$ cat src/design/lvp_pkg.sv
// ----------------------------------------------------------------------------
// lvp_pkg
// Shared types and constants of the laser vector point generator.
// ----------------------------------------------------------------------------
package lvp_pkg;

  localparam int DEF_MAX_STEPS  = 16;
  localparam int DEF_MAX_DWELL  = 8;
  localparam int DEF_MAX_SETTLE = 24;
  localparam int DEF_COORD_BITS = 12;
  localparam int CMD_DEPTH      = 4;

  localparam int CFG_IDX_W = 3;
  localparam int CFG_DAT_W = 24;

  localparam logic [CFG_IDX_W-1:0] REG_BLANK_SETTLE  = 3'd0;
  localparam logic [CFG_IDX_W-1:0] REG_CORNER_DWELL  = 3'd1;
  localparam logic [CFG_IDX_W-1:0] REG_POINT_DENSITY = 3'd2;
  localparam logic [CFG_IDX_W-1:0] REG_CORNER_COSINE = 3'd3;
  localparam logic [CFG_IDX_W-1:0] REG_SCALE_X       = 3'd4;
  localparam logic [CFG_IDX_W-1:0] REG_SCALE_Y       = 3'd5;

  typedef struct packed {
    logic [11:0] vertex_x;
    logic [11:0] vertex_y;
    logic        first_vertex;
    logic        last_vertex;
    logic        closed_loop;
  } in_item_t;

  typedef struct packed {
    logic [15:0] point_x;
    logic [15:0] point_y;
    logic        beam_on;
    logic        run_end;
  } out_item_t;

  typedef struct packed {
    logic [4:0]         blank_settle;
    logic [3:0]         corner_dwell;
    logic [15:0]        point_density;
    logic signed [15:0] corner_cosine;
    logic [23:0]        scale_x;
    logic [23:0]        scale_y;
  } cfg_t;

  // One command for the point emitter: a run of repeated points, or the
  // interior points of a segment given as quotient/remainder per step.
  typedef struct packed {
    logic        seg;
    logic [15:0] x;
    logic [15:0] y;
    logic        on;
    logic        last;
    logic [6:0]  cnt;
    logic        neg_x;
    logic        neg_y;
    logic [15:0] qx;
    logic [15:0] qy;
    logic [4:0]  rx;
    logic [4:0]  ry;
    logic [4:0]  steps;
  } cmd_t;

endpackage

$ cat src/design/lvp_fifo.sv
// ----------------------------------------------------------------------------
// lvp_fifo
// Short command queue between the vertex sequencer and the point emitter.
// ----------------------------------------------------------------------------
module lvp_fifo
  import lvp_pkg::*;
#(
  parameter int DEPTH = CMD_DEPTH
) (
  input  logic clk,
  input  logic rst_n,
  input  logic wr_en,
  input  cmd_t wr_data,
  output logic full,
  input  logic rd_en,
  output cmd_t rd_data,
  output logic empty
);

  localparam int PTR_W = (DEPTH > 1) ? $clog2(DEPTH) : 1;

  cmd_t             mem [DEPTH];
  logic [PTR_W-1:0] wp_r, rp_r;
  logic [PTR_W:0]   cnt_r;

  assign full    = (cnt_r == (PTR_W+1)'(DEPTH));
  assign empty   = (cnt_r == '0);
  assign rd_data = mem[rp_r];

  always_ff @(posedge clk) begin
    if (wr_en) begin
      mem[wp_r] <= wr_data;
    end
  end

  always_ff @(posedge clk) begin
    if (!rst_n) begin
      wp_r  <= '0;
      rp_r  <= '0;
      cnt_r <= '0;
    end else begin
      if (wr_en) begin
        wp_r <= (wp_r == PTR_W'(DEPTH-1)) ? '0 : wp_r + 1'b1;
      end
      if (rd_en) begin
        rp_r <= (rp_r == PTR_W'(DEPTH-1)) ? '0 : rp_r + 1'b1;
      end
      cnt_r <= cnt_r + (PTR_W+1)'(wr_en) - (PTR_W+1)'(rd_en);
    end
  end

  a_no_overflow: assert property (@(posedge clk) disable iff (!rst_n)
    wr_en |-> (!full || rd_en))
    else $error("command written into full queue");

  a_no_underflow: assert property (@(posedge clk) disable iff (!rst_n)
    rd_en |-> !empty)
    else $error("command read from empty queue");

endmodule

$ cat src/design/lvp_front.sv
// ----------------------------------------------------------------------------
// lvp_front
// Vertex sequencer: scales a vertex, walks the point operations it causes,
// works out corners and segment step counts, and queues emitter commands.
// ----------------------------------------------------------------------------
module lvp_front
  import lvp_pkg::*;
#(
  parameter int MAX_STEPS  = DEF_MAX_STEPS,
  parameter int MAX_DWELL  = DEF_MAX_DWELL,
  parameter int MAX_SETTLE = DEF_MAX_SETTLE,
  parameter int COORD_BITS = DEF_COORD_BITS
) (
  input  logic     clk,
  input  logic     rst_n,
  input  logic     push,
  output logic     full,
  input  in_item_t in_item,
  input  cfg_t     cfg,
  output logic     cmd_push,
  output cmd_t     cmd,
  input  logic     cmd_full
);

  localparam logic [11:0] CMASK = (COORD_BITS >= 12) ? 12'hFFF
                                                     : 12'((1 << COORD_BITS) - 1);

  typedef enum logic [20:0] {
    S_IDLE  = 21'd1 << 0,
    S_MX    = 21'd1 << 1,
    S_MY    = 21'd1 << 2,
    S_SY    = 21'd1 << 3,
    S_OP    = 21'd1 << 4,
    S_SQ1   = 21'd1 << 5,
    S_SQ2   = 21'd1 << 6,
    S_SQ3   = 21'd1 << 7,
    S_SQRT  = 21'd1 << 8,
    S_LEN   = 21'd1 << 9,
    S_D1    = 21'd1 << 10,
    S_D2    = 21'd1 << 11,
    S_D3    = 21'd1 << 12,
    S_D4    = 21'd1 << 13,
    S_D5    = 21'd1 << 14,
    S_D6    = 21'd1 << 15,
    S_ST1   = 21'd1 << 16,
    S_ST2   = 21'd1 << 17,
    S_DIV   = 21'd1 << 18,
    S_EMIT  = 21'd1 << 19,
    S_FLUSH = 21'd1 << 20
  } state_t;

  typedef enum logic [2:0] {OP_SKIP, OP_VTX, OP_SEG, OP_BLANK, OP_END} op_kind_t;
  typedef enum logic [2:0] {P_CUR, P_BEF, P_NEW, P_START, P_SEC} pt_sel_t;
  typedef enum logic [1:0] {VM_NONE, VM_ALW, VM_CORN} vmode_t;
  typedef enum logic [1:0] {SUB_SEG, SUB_CIN, SUB_COUT} sub_t;

  typedef struct packed {
    op_kind_t kind;
    pt_sel_t  a;
    pt_sel_t  p;
    pt_sel_t  n;
    vmode_t   vm;
    logic     settle;
  } op_t;

  function automatic logic [15:0] sat16(input logic signed [43:0] p);
    logic [38:0] v;
    v = p[38:0] + 39'd256;
    if (v[38:9] > 30'd65535) begin
      return 16'hFFFF;
    end
    return v[24:9];
  endfunction

  function automatic logic signed [16:0] dif(input logic [15:0] a, input logic [15:0] b);
    return $signed({1'b0, a}) - $signed({1'b0, b});
  endfunction

  function automatic logic [15:0] mag(input logic signed [16:0] d);
    logic signed [16:0] m;
    m = d[16] ? -d : d;
    return m[15:0];
  endfunction

  function automatic cmd_t mk_rep(input logic [31:0] pt, input logic on,
                                  input logic [6:0] cnt);
    cmd_t c;
    c       = '0;
    c.x     = pt[31:16];
    c.y     = pt[15:0];
    c.on    = on;
    c.cnt   = cnt;
    return c;
  endfunction

  state_t             state_r;
  in_item_t           vin_r;
  logic [31:0]        new_r, cur_r, bef_r, start_r, sec_r;   // {x, y}
  logic [1:0]         seen_r;
  logic               loop_r;
  logic [2:0]         ph_r;
  sub_t               sub_r;
  logic signed [16:0] ix_r, iy_r, ox_r, oy_r;
  logic signed [43:0] prod_r;
  logic [33:0]        acc_r, rad_r;
  logic [20:0]        rem_r;
  logic [16:0]        root_r, il_r, pphi_r;
  logic signed [35:0] dot_r;
  logic signed [33:0] lo_r;
  logic [4:0]         steps_r, it_r;
  logic [15:0]        dnum_r, dq_r, qx_r;
  logic [4:0]         drem_r, rx_r;
  logic               dsel_r;
  cmd_t               newc_r, pend_r;
  logic               pend_v_r;

  op_t         op;
  logic [31:0] pa, pp, pn;
  logic signed [24:0] ma;
  logic signed [18:0] mb;
  logic [6:0]  settle_n;
  logic [3:0]  dwc;

  assign full = (state_r != S_IDLE);
  assign dwc  = (cfg.corner_dwell > 4'(MAX_DWELL)) ? 4'(MAX_DWELL) : cfg.corner_dwell;
  assign settle_n = ((7'(cfg.blank_settle) > 7'(MAX_SETTLE)) ? 7'(MAX_SETTLE)
                                                             : 7'(cfg.blank_settle))
                    + 7'(dwc);

  // operation list of the current vertex
  always_comb begin
    op = '{kind: OP_END, a: P_CUR, p: P_CUR, n: P_CUR, vm: VM_NONE, settle: 1'b0};
    if (vin_r.first_vertex) begin
      if (!vin_r.last_vertex && ph_r == 3'd0) begin
        op.kind = OP_BLANK; op.a = P_NEW; op.settle = 1'b1;
      end
    end else if (seen_r != 2'd0) begin
      case (ph_r)
        3'd0: begin
          if (seen_r == 2'd1) begin
            op.kind = loop_r ? OP_SKIP : OP_VTX;
            op.a    = P_CUR;
          end else begin
            op.kind = OP_VTX; op.a = P_CUR; op.p = P_BEF; op.n = P_NEW; op.vm = VM_CORN;
          end
        end
        3'd1: begin
          op.kind = OP_SEG; op.a = P_CUR; op.n = P_NEW;
        end
        3'd2: begin
          if (vin_r.last_vertex) begin
            op.kind = OP_VTX; op.a = P_NEW;
            if (loop_r) begin
              op.p = P_CUR; op.n = P_START; op.vm = VM_CORN;
            end else begin
              op.vm = VM_ALW;
            end
          end
        end
        3'd3: begin
          if (loop_r) begin
            op.kind = OP_SEG; op.a = P_NEW; op.n = P_START;
          end else begin
            op.kind = OP_BLANK; op.a = P_NEW;
          end
        end
        3'd4: begin
          if (loop_r) begin
            op.kind = OP_VTX; op.a = P_START; op.p = P_NEW; op.vm = VM_CORN;
            op.n = (seen_r == 2'd1) ? P_NEW : P_SEC;
          end
        end
        3'd5: begin
          if (loop_r) begin
            op.kind = OP_BLANK; op.a = P_START;
          end
        end
        default: op.kind = OP_END;
      endcase
    end
  end

  function automatic logic [31:0] pick(input pt_sel_t s, input logic [31:0] c,
                                       input logic [31:0] b, input logic [31:0] w,
                                       input logic [31:0] st, input logic [31:0] sc);
    case (s)
      P_CUR:   return c;
      P_BEF:   return b;
      P_NEW:   return w;
      P_START: return st;
      P_SEC:   return sc;
      default: return c;
    endcase
  endfunction

  assign pa = pick(op.a, cur_r, bef_r, new_r, start_r, sec_r);
  assign pp = pick(op.p, cur_r, bef_r, new_r, start_r, sec_r);
  assign pn = pick(op.n, cur_r, bef_r, new_r, start_r, sec_r);

  // shared multiplier operands
  always_comb begin
    ma = '0;
    mb = '0;
    case (state_r)
      S_MX: begin
        ma = $signed({1'b0, cfg.scale_x});
        mb = $signed({6'b0, vin_r.vertex_x & CMASK, 1'b1});
      end
      S_MY: begin
        ma = $signed({1'b0, cfg.scale_y});
        mb = $signed({6'b0, vin_r.vertex_y & CMASK, 1'b1});
      end
      S_SQ1: begin
        ma = 25'(sub_r == SUB_COUT ? ox_r : ix_r);
        mb = 19'(sub_r == SUB_COUT ? ox_r : ix_r);
      end
      S_SQ2: begin
        ma = 25'(sub_r == SUB_COUT ? oy_r : iy_r);
        mb = 19'(sub_r == SUB_COUT ? oy_r : iy_r);
      end
      S_D1: begin ma = 25'(ix_r); mb = 19'(ox_r); end
      S_D2: begin ma = 25'(iy_r); mb = 19'(oy_r); end
      S_D3: begin
        ma = $signed({8'b0, il_r});
        mb = $signed({2'b0, root_r});
      end
      S_D4: begin
        ma = 25'(cfg.corner_cosine);
        mb = $signed({1'b0, prod_r[17:0]});
      end
      S_D5: begin
        ma = 25'(cfg.corner_cosine);
        mb = $signed({2'b0, pphi_r});
      end
      S_ST1: begin
        ma = $signed({9'b0, cfg.point_density});
        mb = $signed({2'b0, root_r});
      end
      default: begin
        ma = '0;
        mb = '0;
      end
    endcase
  end

  // square root digit step
  logic [20:0] rem_sh, trial;
  logic        sq_ge;
  assign rem_sh = {rem_r[18:0], rad_r[33:32]};
  assign trial  = {2'b0, root_r, 2'b01};
  assign sq_ge  = (rem_sh >= trial);

  // divider step
  logic [4:0] dr_sh;
  logic       dv_ge;
  assign dr_sh = {drem_r[3:0], dnum_r[15]};
  assign dv_ge = (dr_sh >= steps_r);

  // step count and corner test
  logic [33:0]        st_sum;
  logic [11:0]        st_raw;
  logic [4:0]         st_cl;
  logic signed [53:0] lhs, rhs;
  assign st_sum = {1'b0, prod_r[32:0]} + 34'h3FFFFF;
  assign st_raw = st_sum[33:22];
  assign st_cl  = (st_raw == 12'd0) ? 5'd1
                : (st_raw > 12'(MAX_STEPS)) ? 5'(MAX_STEPS) : st_raw[4:0];
  assign lhs = {{18{dot_r[35]}}, dot_r} <<< 15;
  assign rhs = ({{20{prod_r[33]}}, prod_r[33:0]} <<< 18) + {{20{lo_r[33]}}, lo_r};

  always_comb begin
    cmd_push = 1'b0;
    cmd      = pend_r;
    if (state_r == S_EMIT && pend_v_r && !cmd_full) begin
      cmd_push = 1'b1;
    end
    if (state_r == S_FLUSH && pend_v_r && !cmd_full) begin
      cmd_push = 1'b1;
      cmd.last = 1'b1;
    end
  end

  always_ff @(posedge clk) begin
    prod_r <= ma * mb;
  end

  always_ff @(posedge clk) begin
    if (!rst_n) begin
      state_r  <= S_IDLE;
      seen_r   <= '0;
      loop_r   <= 1'b0;
      pend_v_r <= 1'b0;
      start_r  <= '0;
      sec_r    <= '0;
      bef_r    <= '0;
      cur_r    <= '0;
    end else begin
      case (state_r)
        S_IDLE: begin
          if (push) begin
            vin_r   <= in_item;
            state_r <= S_MX;
          end
        end
        S_MX: state_r <= S_MY;
        S_MY: begin
          new_r[31:16] <= sat16(prod_r);
          state_r      <= S_SY;
        end
        S_SY: begin
          new_r[15:0] <= sat16(prod_r);
          ph_r        <= '0;
          state_r     <= S_OP;
        end
        S_OP: begin
          case (op.kind)
            OP_SKIP: ph_r <= ph_r + 1'b1;
            OP_BLANK: begin
              if (op.settle && settle_n == 7'd0) begin
                ph_r <= ph_r + 1'b1;
              end else begin
                newc_r  <= mk_rep(pa, 1'b0, op.settle ? settle_n : 7'd1);
                state_r <= S_EMIT;
              end
            end
            OP_VTX: begin
              if (op.vm == VM_CORN) begin
                ix_r    <= dif(pa[31:16], pp[31:16]);
                iy_r    <= dif(pa[15:0], pp[15:0]);
                ox_r    <= dif(pn[31:16], pa[31:16]);
                oy_r    <= dif(pn[15:0], pa[15:0]);
                sub_r   <= SUB_CIN;
                state_r <= S_SQ1;
              end else begin
                newc_r  <= mk_rep(pa, 1'b1,
                                  7'd1 + ((op.vm == VM_ALW) ? 7'(dwc) : 7'd0));
                state_r <= S_EMIT;
              end
            end
            OP_SEG: begin
              ix_r    <= dif(pn[31:16], pa[31:16]);
              iy_r    <= dif(pn[15:0], pa[15:0]);
              sub_r   <= SUB_SEG;
              state_r <= S_SQ1;
            end
            default: state_r <= S_FLUSH;
          endcase
        end
        S_SQ1: state_r <= S_SQ2;
        S_SQ2: begin
          acc_r   <= prod_r[33:0];
          state_r <= S_SQ3;
        end
        S_SQ3: begin
          rad_r   <= acc_r + prod_r[33:0];
          rem_r   <= '0;
          root_r  <= '0;
          it_r    <= '0;
          state_r <= S_SQRT;
        end
        S_SQRT: begin
          rem_r  <= sq_ge ? rem_sh - trial : rem_sh;
          root_r <= {root_r[15:0], sq_ge};
          rad_r  <= {rad_r[31:0], 2'b00};
          it_r   <= it_r + 1'b1;
          if (it_r == 5'd16) begin
            state_r <= S_LEN;
          end
        end
        S_LEN: begin
          case (sub_r)
            SUB_CIN: begin
              il_r    <= root_r;
              sub_r   <= SUB_COUT;
              state_r <= S_SQ1;
            end
            SUB_COUT: begin
              if (il_r == '0 || root_r == '0) begin
                newc_r  <= mk_rep(pa, 1'b1, 7'd1);
                state_r <= S_EMIT;
              end else begin
                state_r <= S_D1;
              end
            end
            default: state_r <= S_ST1;
          endcase
        end
        S_D1: state_r <= S_D2;
        S_D2: begin
          dot_r   <= prod_r[35:0];
          state_r <= S_D3;
        end
        S_D3: begin
          dot_r   <= dot_r + prod_r[35:0];
          state_r <= S_D4;
        end
        S_D4: begin
          pphi_r  <= prod_r[34:18];
          state_r <= S_D5;
        end
        S_D5: begin
          lo_r    <= prod_r[33:0];
          state_r <= S_D6;
        end
        S_D6: begin
          newc_r  <= mk_rep(pa, 1'b1, 7'd1 + ((lhs < rhs) ? 7'(dwc) : 7'd0));
          state_r <= S_EMIT;
        end
        S_ST1: state_r <= S_ST2;
        S_ST2: begin
          steps_r <= st_cl;
          if (st_cl <= 5'd1) begin
            ph_r    <= ph_r + 1'b1;
            state_r <= S_OP;
          end else begin
            dnum_r  <= mag(ix_r);
            drem_r  <= '0;
            dq_r    <= '0;
            it_r    <= '0;
            dsel_r  <= 1'b0;
            state_r <= S_DIV;
          end
        end
        S_DIV: begin
          drem_r <= dv_ge ? dr_sh - steps_r : dr_sh;
          dq_r   <= {dq_r[14:0], dv_ge};
          dnum_r <= {dnum_r[14:0], 1'b0};
          it_r   <= it_r + 1'b1;
          if (it_r == 5'd15) begin
            if (!dsel_r) begin
              qx_r   <= {dq_r[14:0], dv_ge};
              rx_r   <= dv_ge ? dr_sh - steps_r : dr_sh;
              dnum_r <= mag(iy_r);
              drem_r <= '0;
              dq_r   <= '0;
              it_r   <= '0;
              dsel_r <= 1'b1;
            end else begin
              newc_r       <= '0;
              newc_r.seg   <= 1'b1;
              newc_r.x     <= pa[31:16];
              newc_r.y     <= pa[15:0];
              newc_r.on    <= 1'b1;
              newc_r.neg_x <= ix_r[16];
              newc_r.neg_y <= iy_r[16];
              newc_r.qx    <= qx_r;
              newc_r.rx    <= rx_r;
              newc_r.qy    <= {dq_r[14:0], dv_ge};
              newc_r.ry    <= dv_ge ? dr_sh - steps_r : dr_sh;
              newc_r.steps <= steps_r;
              state_r      <= S_EMIT;
            end
          end
        end
        S_EMIT: begin
          // hold back one command so the last one of the vertex gets run_end
          if (!pend_v_r || !cmd_full) begin
            pend_r   <= newc_r;
            pend_v_r <= 1'b1;
            ph_r     <= ph_r + 1'b1;
            state_r  <= S_OP;
          end
        end
        S_FLUSH: begin
          if (!pend_v_r || !cmd_full) begin
            pend_v_r <= 1'b0;
            state_r  <= S_IDLE;
            if (vin_r.first_vertex) begin
              if (vin_r.last_vertex) begin
                seen_r <= 2'd0;
              end else begin
                loop_r  <= vin_r.closed_loop;
                start_r <= new_r;
                cur_r   <= new_r;
                seen_r  <= 2'd1;
              end
            end else if (seen_r != 2'd0) begin
              if (seen_r == 2'd1) begin
                sec_r <= new_r;
              end
              if (vin_r.last_vertex) begin
                seen_r <= 2'd0;
              end else begin
                bef_r <= cur_r;
                cur_r <= new_r;
                if (seen_r != 2'd3) begin
                  seen_r <= seen_r + 1'b1;
                end
              end
            end
          end
        end
        default: state_r <= S_IDLE;
      endcase
    end
  end

endmodule

$ cat src/design/lvp_back.sv
// ----------------------------------------------------------------------------
// lvp_back
// Point emitter: expands queued commands into beam points through an output
// register; it takes a command once the last is done, and waits on pop.
// ----------------------------------------------------------------------------
module lvp_back
  import lvp_pkg::*;
(
  input  logic      clk,
  input  logic      rst_n,
  input  cmd_t      cmd,
  input  logic      cmd_empty,
  output logic      cmd_pop,
  output out_item_t out_item,
  output logic      empty,
  input  logic      pop
);

  logic        act_r, ov_r;
  cmd_t        c_r;
  logic [6:0]  i_r;
  logic [15:0] qa_x_r, qa_y_r;
  logic [4:0]  ra_x_r, ra_y_r;
  out_item_t   o_r;

  logic        adv, fin;
  logic [4:0]  rs_x, rs_y;
  logic [15:0] px, py;

  assign adv      = !ov_r || pop;
  assign cmd_pop  = !act_r && !cmd_empty;
  assign empty    = !ov_r;
  assign out_item = o_r;

  assign fin  = c_r.seg ? (i_r == 7'(c_r.steps) - 7'd1) : (i_r == 7'd1);
  assign rs_x = ra_x_r + c_r.rx;
  assign rs_y = ra_y_r + c_r.ry;
  assign px   = !c_r.seg ? c_r.x : (c_r.neg_x ? c_r.x - qa_x_r : c_r.x + qa_x_r);
  assign py   = !c_r.seg ? c_r.y : (c_r.neg_y ? c_r.y - qa_y_r : c_r.y + qa_y_r);

  always_ff @(posedge clk) begin
    if (!rst_n) begin
      act_r <= 1'b0;
      ov_r  <= 1'b0;
    end else begin
      if (pop && ov_r) begin
        ov_r <= 1'b0;
      end
      if (act_r && adv) begin
        ov_r             <= 1'b1;
        o_r.point_x      <= px;
        o_r.point_y      <= py;
        o_r.beam_on      <= c_r.on;
        o_r.run_end      <= fin && c_r.last;
        if (fin) begin
          act_r <= 1'b0;
        end
        if (c_r.seg) begin
          i_r <= i_r + 1'b1;
          if (rs_x >= c_r.steps) begin
            ra_x_r <= rs_x - c_r.steps;
            qa_x_r <= qa_x_r + c_r.qx + 16'd1;
          end else begin
            ra_x_r <= rs_x;
            qa_x_r <= qa_x_r + c_r.qx;
          end
          if (rs_y >= c_r.steps) begin
            ra_y_r <= rs_y - c_r.steps;
            qa_y_r <= qa_y_r + c_r.qy + 16'd1;
          end else begin
            ra_y_r <= rs_y;
            qa_y_r <= qa_y_r + c_r.qy;
          end
        end else begin
          i_r <= i_r - 1'b1;
        end
      end else if (cmd_pop) begin
        act_r  <= 1'b1;
        c_r    <= cmd;
        i_r    <= cmd.seg ? 7'd1 : cmd.cnt;
        qa_x_r <= cmd.qx;
        qa_y_r <= cmd.qy;
        ra_x_r <= cmd.rx;
        ra_y_r <= cmd.ry;
      end
    end
  end

  a_seg_index: assert property (@(posedge clk) disable iff (!rst_n)
    (act_r && c_r.seg) |-> (i_r != 7'd0 && i_r < 7'(c_r.steps)))
    else $error("segment index out of range");

  a_rep_count: assert property (@(posedge clk) disable iff (!rst_n)
    (act_r && !c_r.seg) |-> (i_r != 7'd0))
    else $error("empty point run in emitter");

endmodule

$ cat src/design/laser_vector_point_generator_core.sv
// ----------------------------------------------------------------------------
// laser_vector_point_generator_core
// Turns contour vertices into a stream of lit and blanked beam points.
// ----------------------------------------------------------------------------
// Input: write a vertex with push while full is low. full stays high while
// the sequencer works on that vertex, longest for the closing vertex of a
// loop. Each length comes from a bit-serial square root; each corner takes
// two lengths and the multiply steps of the corner test, each segment one
// length and a serial divide of dx and dy by the step count.
// Output: points wait in an output register; while empty is low the oldest
// point is on out_item and pop takes it. Points come from a 4-entry
// command queue, so the emitter keeps running while the sequencer works on
// the next vertex; it takes the next command once the current one is done.
// run_end marks the last point of each vertex. A stalled receiver backs up
// the queue and then holds full high.
// Configuration: cfg_valid/cfg_ready (always ready), index and data; write
// only while idle. Reset (rst_n low, synchronous) loads register defaults
// and closes any open contour.
// ----------------------------------------------------------------------------
module laser_vector_point_generator_core
  import lvp_pkg::*;
#(
  parameter int MAX_STEPS  = DEF_MAX_STEPS,
  parameter int MAX_DWELL  = DEF_MAX_DWELL,
  parameter int MAX_SETTLE = DEF_MAX_SETTLE,
  parameter int COORD_BITS = DEF_COORD_BITS
) (
  input  logic                 clk,
  input  logic                 rst_n,
  input  logic                 push,
  output logic                 full,
  input  in_item_t             in_item,
  output logic                 empty,
  input  logic                 pop,
  output out_item_t            out_item,
  input  logic                 cfg_valid,
  output logic                 cfg_ready,
  input  logic [CFG_IDX_W-1:0] cfg_index,
  input  logic [CFG_DAT_W-1:0] cfg_data
);

  cfg_t cfg_r;
  cmd_t q_wr, q_rd;
  logic q_push, q_full, q_pop, q_empty;

  assign cfg_ready = 1'b1;

  always_ff @(posedge clk) begin
    if (!rst_n) begin
      cfg_r.blank_settle  <= 5'd4;
      cfg_r.corner_dwell  <= 4'd2;
      cfg_r.point_density <= 16'd25600;
      cfg_r.corner_cosine <= 16'sd16384;
      cfg_r.scale_x       <= 24'd4096;
      cfg_r.scale_y       <= 24'd4096;
    end else if (cfg_valid) begin
      case (cfg_index)
        REG_BLANK_SETTLE:  cfg_r.blank_settle  <= cfg_data[4:0];
        REG_CORNER_DWELL:  cfg_r.corner_dwell  <= cfg_data[3:0];
        REG_POINT_DENSITY: cfg_r.point_density <= cfg_data[15:0];
        REG_CORNER_COSINE: cfg_r.corner_cosine <= $signed(cfg_data[15:0]);
        REG_SCALE_X:       cfg_r.scale_x       <= cfg_data;
        REG_SCALE_Y:       cfg_r.scale_y       <= cfg_data;
        default: ;
      endcase
    end
  end

  lvp_front #(
    .MAX_STEPS  (MAX_STEPS),
    .MAX_DWELL  (MAX_DWELL),
    .MAX_SETTLE (MAX_SETTLE),
    .COORD_BITS (COORD_BITS)
  ) u_front (
    .clk      (clk),
    .rst_n    (rst_n),
    .push     (push),
    .full     (full),
    .in_item  (in_item),
    .cfg      (cfg_r),
    .cmd_push (q_push),
    .cmd      (q_wr),
    .cmd_full (q_full)
  );

  lvp_fifo #(
    .DEPTH (CMD_DEPTH)
  ) u_fifo (
    .clk     (clk),
    .rst_n   (rst_n),
    .wr_en   (q_push),
    .wr_data (q_wr),
    .full    (q_full),
    .rd_en   (q_pop),
    .rd_data (q_rd),
    .empty   (q_empty)
  );

  lvp_back u_back (
    .clk       (clk),
    .rst_n     (rst_n),
    .cmd       (q_rd),
    .cmd_empty (q_empty),
    .cmd_pop   (q_pop),
    .out_item  (out_item),
    .empty     (empty),
    .pop       (pop)
  );

endmodule

$ cat config.mk
export PLATFORM = sky130hd
export DESIGN_NAME = laser_vector_point_generator_core
export DESIGN_NICKNAME = d
export VERILOG_FILES = /design/src/design/lvp_pkg.sv /design/src/design/lvp_fifo.sv /design/src/design/lvp_front.sv /design/src/design/lvp_back.sv /design/src/design/laser_vector_point_generator_core.sv
export SDC_FILE = /design/constraint.sdc
export NUM_CORES = 2
export LEC_CHECK = 0
export BUFFER_PORTS_ARGS = -buffer_cell sky130_fd_sc_hd__buf_2
export CORE_MARGIN = 1.5
export CORE_UTILIZATION = 30
export DETAILED_ROUTE_END_ITERATION = 8
export SETUP_SLACK_MARGIN = 0.15
export SYNTH_ARGS = -nofsm -noshare
export SYNTH_HDL_FRONTEND = slang
export SYNTH_SLANG_ARGS = --single-unit
$ cat constraint.sdc
create_clock -name clk -period 10.3 [get_ports clk]
set_input_delay 0 -clock clk [delete_from_list [all_inputs] [get_ports clk]]
set_output_delay 0 -clock clk [all_outputs]
set_load 0.01 [all_outputs]
# After elaboration in Yosys (flattened, before gate mapping)
# Memory sizes are Yosys's and may differ from the RTL's. A register that Yosys moved wholly into a read port is not among the register bits.
# Index checks and enable logic that the tools add are counted.
word_totals:
  register_bits: 1046
  mem_bits_rw: 364
  inputBits: 59
  out_inout_bits: 37
  word_cells: 469
  memories: 1
memory_table:
  columns: ["memory", "depth", "word_bits", "read_ports", "rd_clocked_by_memory_dff", "write_ports", "line", "text"]
  rows:
  - ["u_fifo.mem", 4, 91, 1, 1, 1, "lvp_fifo.sv:22", "cmd_t mem [DEPTH];"]
op_classes:
  n_addsub: 38
  n_mul: 1
  order_cmp: 10
  n_eq_ne: 82
  n_mux: 156
  n_bitwise: 4
  reduce_logical: 81
op_table:
  columns: ["operator", "count"]
  rows:
  - ["2-to-1 mux 91 bit", 6]
  - ["case mux 21 bit (21 select lines)", 1]
  - ["case mux 32 bit (4 select lines)", 3]
  - ["case mux 91 bit (4 select lines)", 1]
  - ["2-to-1 mux 16 bit", 20]
  - ["case mux 25 bit (9 select lines)", 1]
  - ["case mux 91 bit (2 select lines)", 1]
  - ["case mux 19 bit (9 select lines)", 1]
  - ["2-to-1 mux 21 bit", 7]
  - ["case mux 17 bit (2 select lines)", 3]
  - ["2-to-1 mux 32 bit", 3]
  - ["case mux 21 bit (4 select lines)", 1]
  - ["2-to-1 mux 19 bit", 4]
  - ["2-to-1 mux 5 bit", 15]
  - ["case mux 36 bit (2 select lines)", 1]
  - ["case mux 34 bit (2 select lines)", 1]
  - ["subtractor 16 x 16 -> 17 bit", 4]
  - ["adder 16 bit", 4]
  - ["adder 52 x 34 -> 53 bit", 1]
  - ["less-than comparator 51 x 53 -> 1 bit", 1]
  - ["2-to-1 mux 25 bit", 2]
  - ["2-to-1 mux 15 bit", 3]
  - ["2-to-1 mux 14 bit", 3]
  - ["case mux 21 bit (2 select lines)", 1]
  - ["other kinds (104)", 284]

# Depth between registers and ports, before layout
logic_depth:
  depth_word: 12
  depth_mapped: 37
  mapped_depth_nobuf: 32

# Hierarchy
# A second synthesis with hierarchy kept.
hier_totals:
  hier_cells: 7852
  area_unflattened_um2: 86250.2
modules_own_cells:
  columns: ["module", "instances", "cells_each", "area_each_um2"]
  rows:
  - ["lvp_front", 1, 5914, 57735.4]
  - ["lvp_fifo", 1, 519, 13678.1]
  - ["lvp_back", 1, 1087, 11459.7]
  - ["laser_vector_point_generator_core", 1, 332, 3377.0]

# Least setup slack after synthesis
# OpenSTA, ideal clock, no wires.
synth_timing:
  path_kind: "register to register"
  start: "register u_front.sub_r[0]"
  end: "register u_front.prod_r[37]"
  t_arrival_ps: 9085
  t_required_ps: 10182
  slack_ps: 1097
  path_stages_with_launch: 32
  cell_sequence: "edfxtp_1 inv_1 ha_1 clkbuf_1 buf_1 clkbuf_1 mux2i_1 o22ai_1 a2111oi_0 nor2_1 fa_1 inv_1 fa_1 fa_1 inv_1 fa_1 fa_1 fa_1 inv_1 fa_1 inv_1 ha_1 a211oi_1 o21bai_1 a21oi_1 o21bai_1 o41ai_1 o311ai_0 and3_1 o31ai_1 nand2b_1 xor2_1"
synth_via:
  elab_chain_cells: 4
synth_rtl:
  columns: ["item", "line", "text"]
  rows:
  - ["from (decl)", "lvp_front.sv:102", "sub_t sub_r;"]
  - ["from (signal assigned)", "lvp_front.sv:332", "sub_r <= SUB_CIN;"]
  - ["from (signal assigned)", "lvp_front.sv:343", "sub_r <= SUB_SEG;"]
  - ["from (signal assigned)", "lvp_front.sv:374", "sub_r <= SUB_COUT;"]
  - ["equality test 2 bit (*)", null, null]
  - ["2-to-1 mux 25 bit (tied with other cells)", "lvp_front.sv:218", "ma = 25'(sub_r == SUB_COUT ? oy_r : iy_r);"]
  - ["case mux 25 bit (9 select lines) / case mux 19 bit (9 select lines) (equally long branches)", "lvp_front.sv:204", "case (state_r)"]
  - ["multiplier 25 x 19 -> 39 bit (*)", "lvp_front.sv:284", "prod_r <= ma * mb;"]
  - ["to (signal assigned)", "lvp_front.sv:284", null]
  - ["to (decl)", "lvp_front.sv:104", "logic signed [43:0] prod_r;"]
# Every way passes the cells marked *; elsewhere a longest branch is shown, timed or not.
# A chain may end at the register's enable or synchronous reset.

# Worst setup path after layout
layout_timing:
  start: "register u_front.state_r[20]"
  end: "register u_front.prod_r[37]"
layout_via:
  elab_chain_cells: 4
layout_rtl:
  columns: ["item", "line", "text"]
  rows:
  - ["from (decl)", "lvp_front.sv:96", "state_t state_r;"]
  - ["from (signal assigned)", "lvp_front.sv:289", "state_r <= S_IDLE;"]
  - ["from (signal assigned)", "lvp_front.sv:302", "state_r <= S_MX;"]
  - ["from (signal assigned)", "lvp_front.sv:305", "S_MX: state_r <= S_MY;"]
  - ["equality test 21 x 14 -> 1 bit (tied with other cells)", "lvp_front.sv:204", null]
  - ["OR reduction 2 bit (no source line)", null, null]
  - ["case mux 25 bit (9 select lines) / case mux 19 bit (9 select lines) (equally long branches)", "lvp_front.sv:204", null]
  - ["multiplier 25 x 19 -> 39 bit (*)", "lvp_front.sv:284", null]
# Marks and branches as above.

==> run_results.csv <==
group,metric,value,unit
status,status,"finished with violations",
status,violations,"design-rule violations",
global_route,first_global_vias,60960,
place,finalWeightedCongestion,0.9351,
timing,clock-skew-final,0.09570,ns
critical_path,path_class,"flip-flop to flip-flop",
global_route,grt_pass1_wl,384900,um
synth,syn_inst,7839,
synth,ys.flop_type,"edfxtp_1",
synth,ys_types,91,
die,row_count,195,
synth,synthXorXnorAreaFrac,4.061,%
timing,finalSetupViolCount,0,
critical_path,startpoint_type,"flip-flop",
synth,synth_top_area_share,39.33,%
synth,muxShareOfSynthArea,4.007,%
timing,max_freq,103.0,MHz
run,drv_cap,0,
routing,detail-route-antenna-nets,0,
die,die-area,286200,sq um
critical_path,crit_required,10.98,ns
critical_path,critPathCaptureType,"flip-flop",
critical_path,r2r_cells,29,
layout,most-common-layout-cells,"edfxtp_1 (1112), nand2_1 (1108), inv_1 (680), a21oi_1 (549), nor2_1 (539)",
synth,yosys.area.top_type,"edfxtp_1",
clocking,cts_tree,"yes",
synth,async_reset_ff_share,0,%
clocking,cts.path.max_buffers,4,
place,postPlaceCellArea,90540,sq um
die,start_util,30.13,%
timing,drv_slew,0,
global_route,grt-ovfl-total,0,
clocking,htree_levels,4,
die,core_area,281800,sq um
layout,final_common_cell,"edfxtp_1",
global_route,grt_max_degree,89,
synth,synth_area,84910,sq um
place,place.port_buffers,94,
timing,relSlewSlack,18.21,%
power_and_ir_drop,power_per_cell_area,167.7,nW/um^2
layout,drive_gt1_share,8.772,%
critical_path,slowest_delay,0.63,ns
die,die_h,535.0,um
clocking,clock-sinks,1404,
synth,synth_compound_area_share,11.16,%
routing,first_pass_iters,9,
synth,yosysSeqAreaShare,46.21,%
timing,hold_violations,0,
clocking,numCtsBuffers,147,
critical_path,cp_max_fo,14,
routing,drt_iter0_markers,5881,
synth,synth_top_family_by_area,"adder cells",
timing,rsz0062_at_grt,"false",
layout,design_area,96290,sq um
critical_path,r2r_end,"u_front.prod_r[37]$_DFF_P_",
worst_hold_path,hold_class,"primary input to flip-flop",
critical_path,reg2reg_from,"u_front.state_r[20]$_SDFFE_PN0P_",
synth,synth-simple-area-share,12.73,%
critical_path,crit_slowest_cell,"fa_1",
routing,wire_per_inst,21.47,um
die,fp.dieW,535.0,um
timing,min_period,9.711,ns
clocking,insertion_delay,0.83,ns
synth,synth.area.top_cells,"edfxtp_1 (39%), fa_1 (11%), dfxtp_1 (6.9%)",
worst_hold_path,hold_start,"cfg_data[22]",
clocking,root_buffer,"clkbuf_16",
layout,fin_nets,9011,
critical_path,path_common_cell,"fa_1",
synth,synth_warnings,0,
routing,route.vias.total,61110,
global_route,grt_use_total,17.60,%
power_and_ir_drop,total_power,0.01614,W
timing,post-route-period-util,94.28,%
power_and_ir_drop,ir_worst_vdd,0.1320,mV
power_and_ir_drop,p_leak,37.09,nW
routing,wirelength,255400,um
synth,syn_avg_cell_area,10.83,sq um
synth,synthAdderAreaFrac,17.31,%
worst_hold_path,min_to,"cfg_r[22]$_SDFFE_PN0P_",
critical_path,crit_arrival,10.39,ns
synth,ys_seq_elements,1404,
layout,syn_to_final_growth,13.40,%
place,dp_hpwl,186200,um
timing,final.setup.tns,0,ns
synth,synth_edf_count,1112,
clocking,clk_pin_slew,0.07,ns
global_route,grt_antenna_before_repair,18,
routing,route.detailed.drc,17,
worst_hold_path,whs_path_depth,4,
critical_path,reg2reg_slack,0.59,ns
synth,synth.net_count,8805,
routing,avgViaCountPerCell,5.136,
timing,tightest_slew,1.214,ns
die,ios,96,
-- stage by stage --
| stage | util (%) | hold slack, ns | worst slack, ns | cells |
|---|---|---|---|---|
| finish | 34.17 | 0.05658 | 0.5889 | 11900 |
| global route | 34.17 | 0.05964 | 0.1786 | 11890 |
| CTS | 34.15 | 0.03719 | 0.2536 | 11890 |
| detailed placement | 32.13 | 0.1781 | 0.2178 | 11540 |
| global placement | 32.13 | 0.1763 | 0.2979 | 11540 |
| floorplan | - | 0.09887 | 1.097 | 7839 |
-- critical path: cells and delay by family (launching register included) --
kind / cells / cell delay, ns
xor+xnor: 1 / 0.14
compound gates: 8 / 1.80
fa+ha+maj: 8 / 4.18
simple gates: 8 / 2.60
buf+inv: 4 / 0.49
flops: 1 / 0.36
-- cell type report --
| cell class | count | area, sq um |
|---|---|---|
| Multi-Input combinational cell | 5426 | 42120 |
| Clock buffer | 194 | 4041 |
| Antenna cell | 4 | 10.01 |
| Inverter | 691 | 2603 |
| Tap cell | 3743 | 4683 |
| Timing Repair Buffer | 375 | 2867 |
| Clock inverter | 61 | 724.4 |
| Fill cell | 27940 | 185500 |
| Sequential cell | 1404 | 39250 |
-- timing repair --
item | in CTS | in global routing
setup buffers | 0 | 4
gates resized for setup | 1 | 5
endpoints found under the hold margin | 176 | 0
hold buffers | 93 | 0
pin swaps | 0 | 2
setup endpoints to repair | 1 | 9
-- how the worst max path moves through the flow --
stage,from,endpoint,slack (ns),cells after the start
4_1_cts,u_front.state_r[20]$_SDFFE_PN0P_,u_front.prod_r[37]$_DFF_P_,0.25,29
3_5_place_dp,u_front.state_r[4]$_SDFFE_PN0P_,u_front.prod_r[37]$_DFF_P_,0.22,30
2_1_floorplan,u_front.sub_r[0]$_SDFFCE_PP0P_,u_front.prod_r[37]$_DFF_P_,1.10,31
6_report,u_front.state_r[20]$_SDFFE_PN0P_,u_front.prod_r[37]$_DFF_P_,0.59,29
3_3_place_gp,u_front.state_r[14]$_SDFFE_PN0P_,u_front.prod_r[37]$_DFF_P_,0.30,30
5_1_grt,u_front.state_r[20]$_SDFFE_PN0P_,u_front.prod_r[37]$_DFF_P_,0.18,29
-- Yosys cell counts (all sizes together) (13+ instances only) --
library cell  number
nor3              98
and2             130
nand3b            23
ha               461
mux2i            107
a211oi            52
a21oi            552
xor2             157
or2               25
edfxtp          1112
o41ai             13
mux4              90
nand2           1111
a22oi             29
a222oi            57
buf               45
fa               446
o31ai             32
inv              691
a2111oi           16
clkbuf           273
nor2             548
o22ai             25
a221o             17
a22o              23
xnor2            235
and3              45
or3               31
nand2b            65
o21a              58
a31oi             40
o21bai            35
nand3            106
or4               19
dfxtp            292
o21ai            331
nor4              43
a21o             112
nor2b             54
nand4             51
o211ai            20
mux2              27
-- where the power goes --
| part | total (W) | switching (W) | leakage [nW] | internal [W] |
|---|---|---|---|---|
| logic | 0.00394 | 0.00221 | 22.1 | 0.00172 |
| registers | 0.00682 | 0.000298 | 12.7 | 0.00652 |
| clock network | 0.00539 | 0.00226 | 2.31 | 0.00312 |
| total | 0.0161 | 0.00477 | 37.1 | 0.0114 |
-- registers in the layout, indices dropped and copies added (netlist names), 36 cells and up, named ones only --
register / flops
cfg_r: 89
u_back.c_r: 84
u_fifo.mem: 360
u_front.cmd: 89
u_front.dot_r: 36
u_front.newc_r: 89
u_front.prod_r: 39
-- layer usage --
layer	part of all wire (%)	track usage, %	wire, um
met1	43	24.04	110300
met5	0.023	0	60
met4	3.3	5.525	8450
met3	7.7	3.068	19570
met2	46	28.28	117100
-- kinds of logic after synthesis --
logic type,after synthesis
buf+inv,1009
compound gates,1510
xor+xnor,392
simple gates,2392
mux,224
fa+ha+maj,907
other cells,1
flops,1404
No activity file was read; power rests on OpenSTA's default activity.
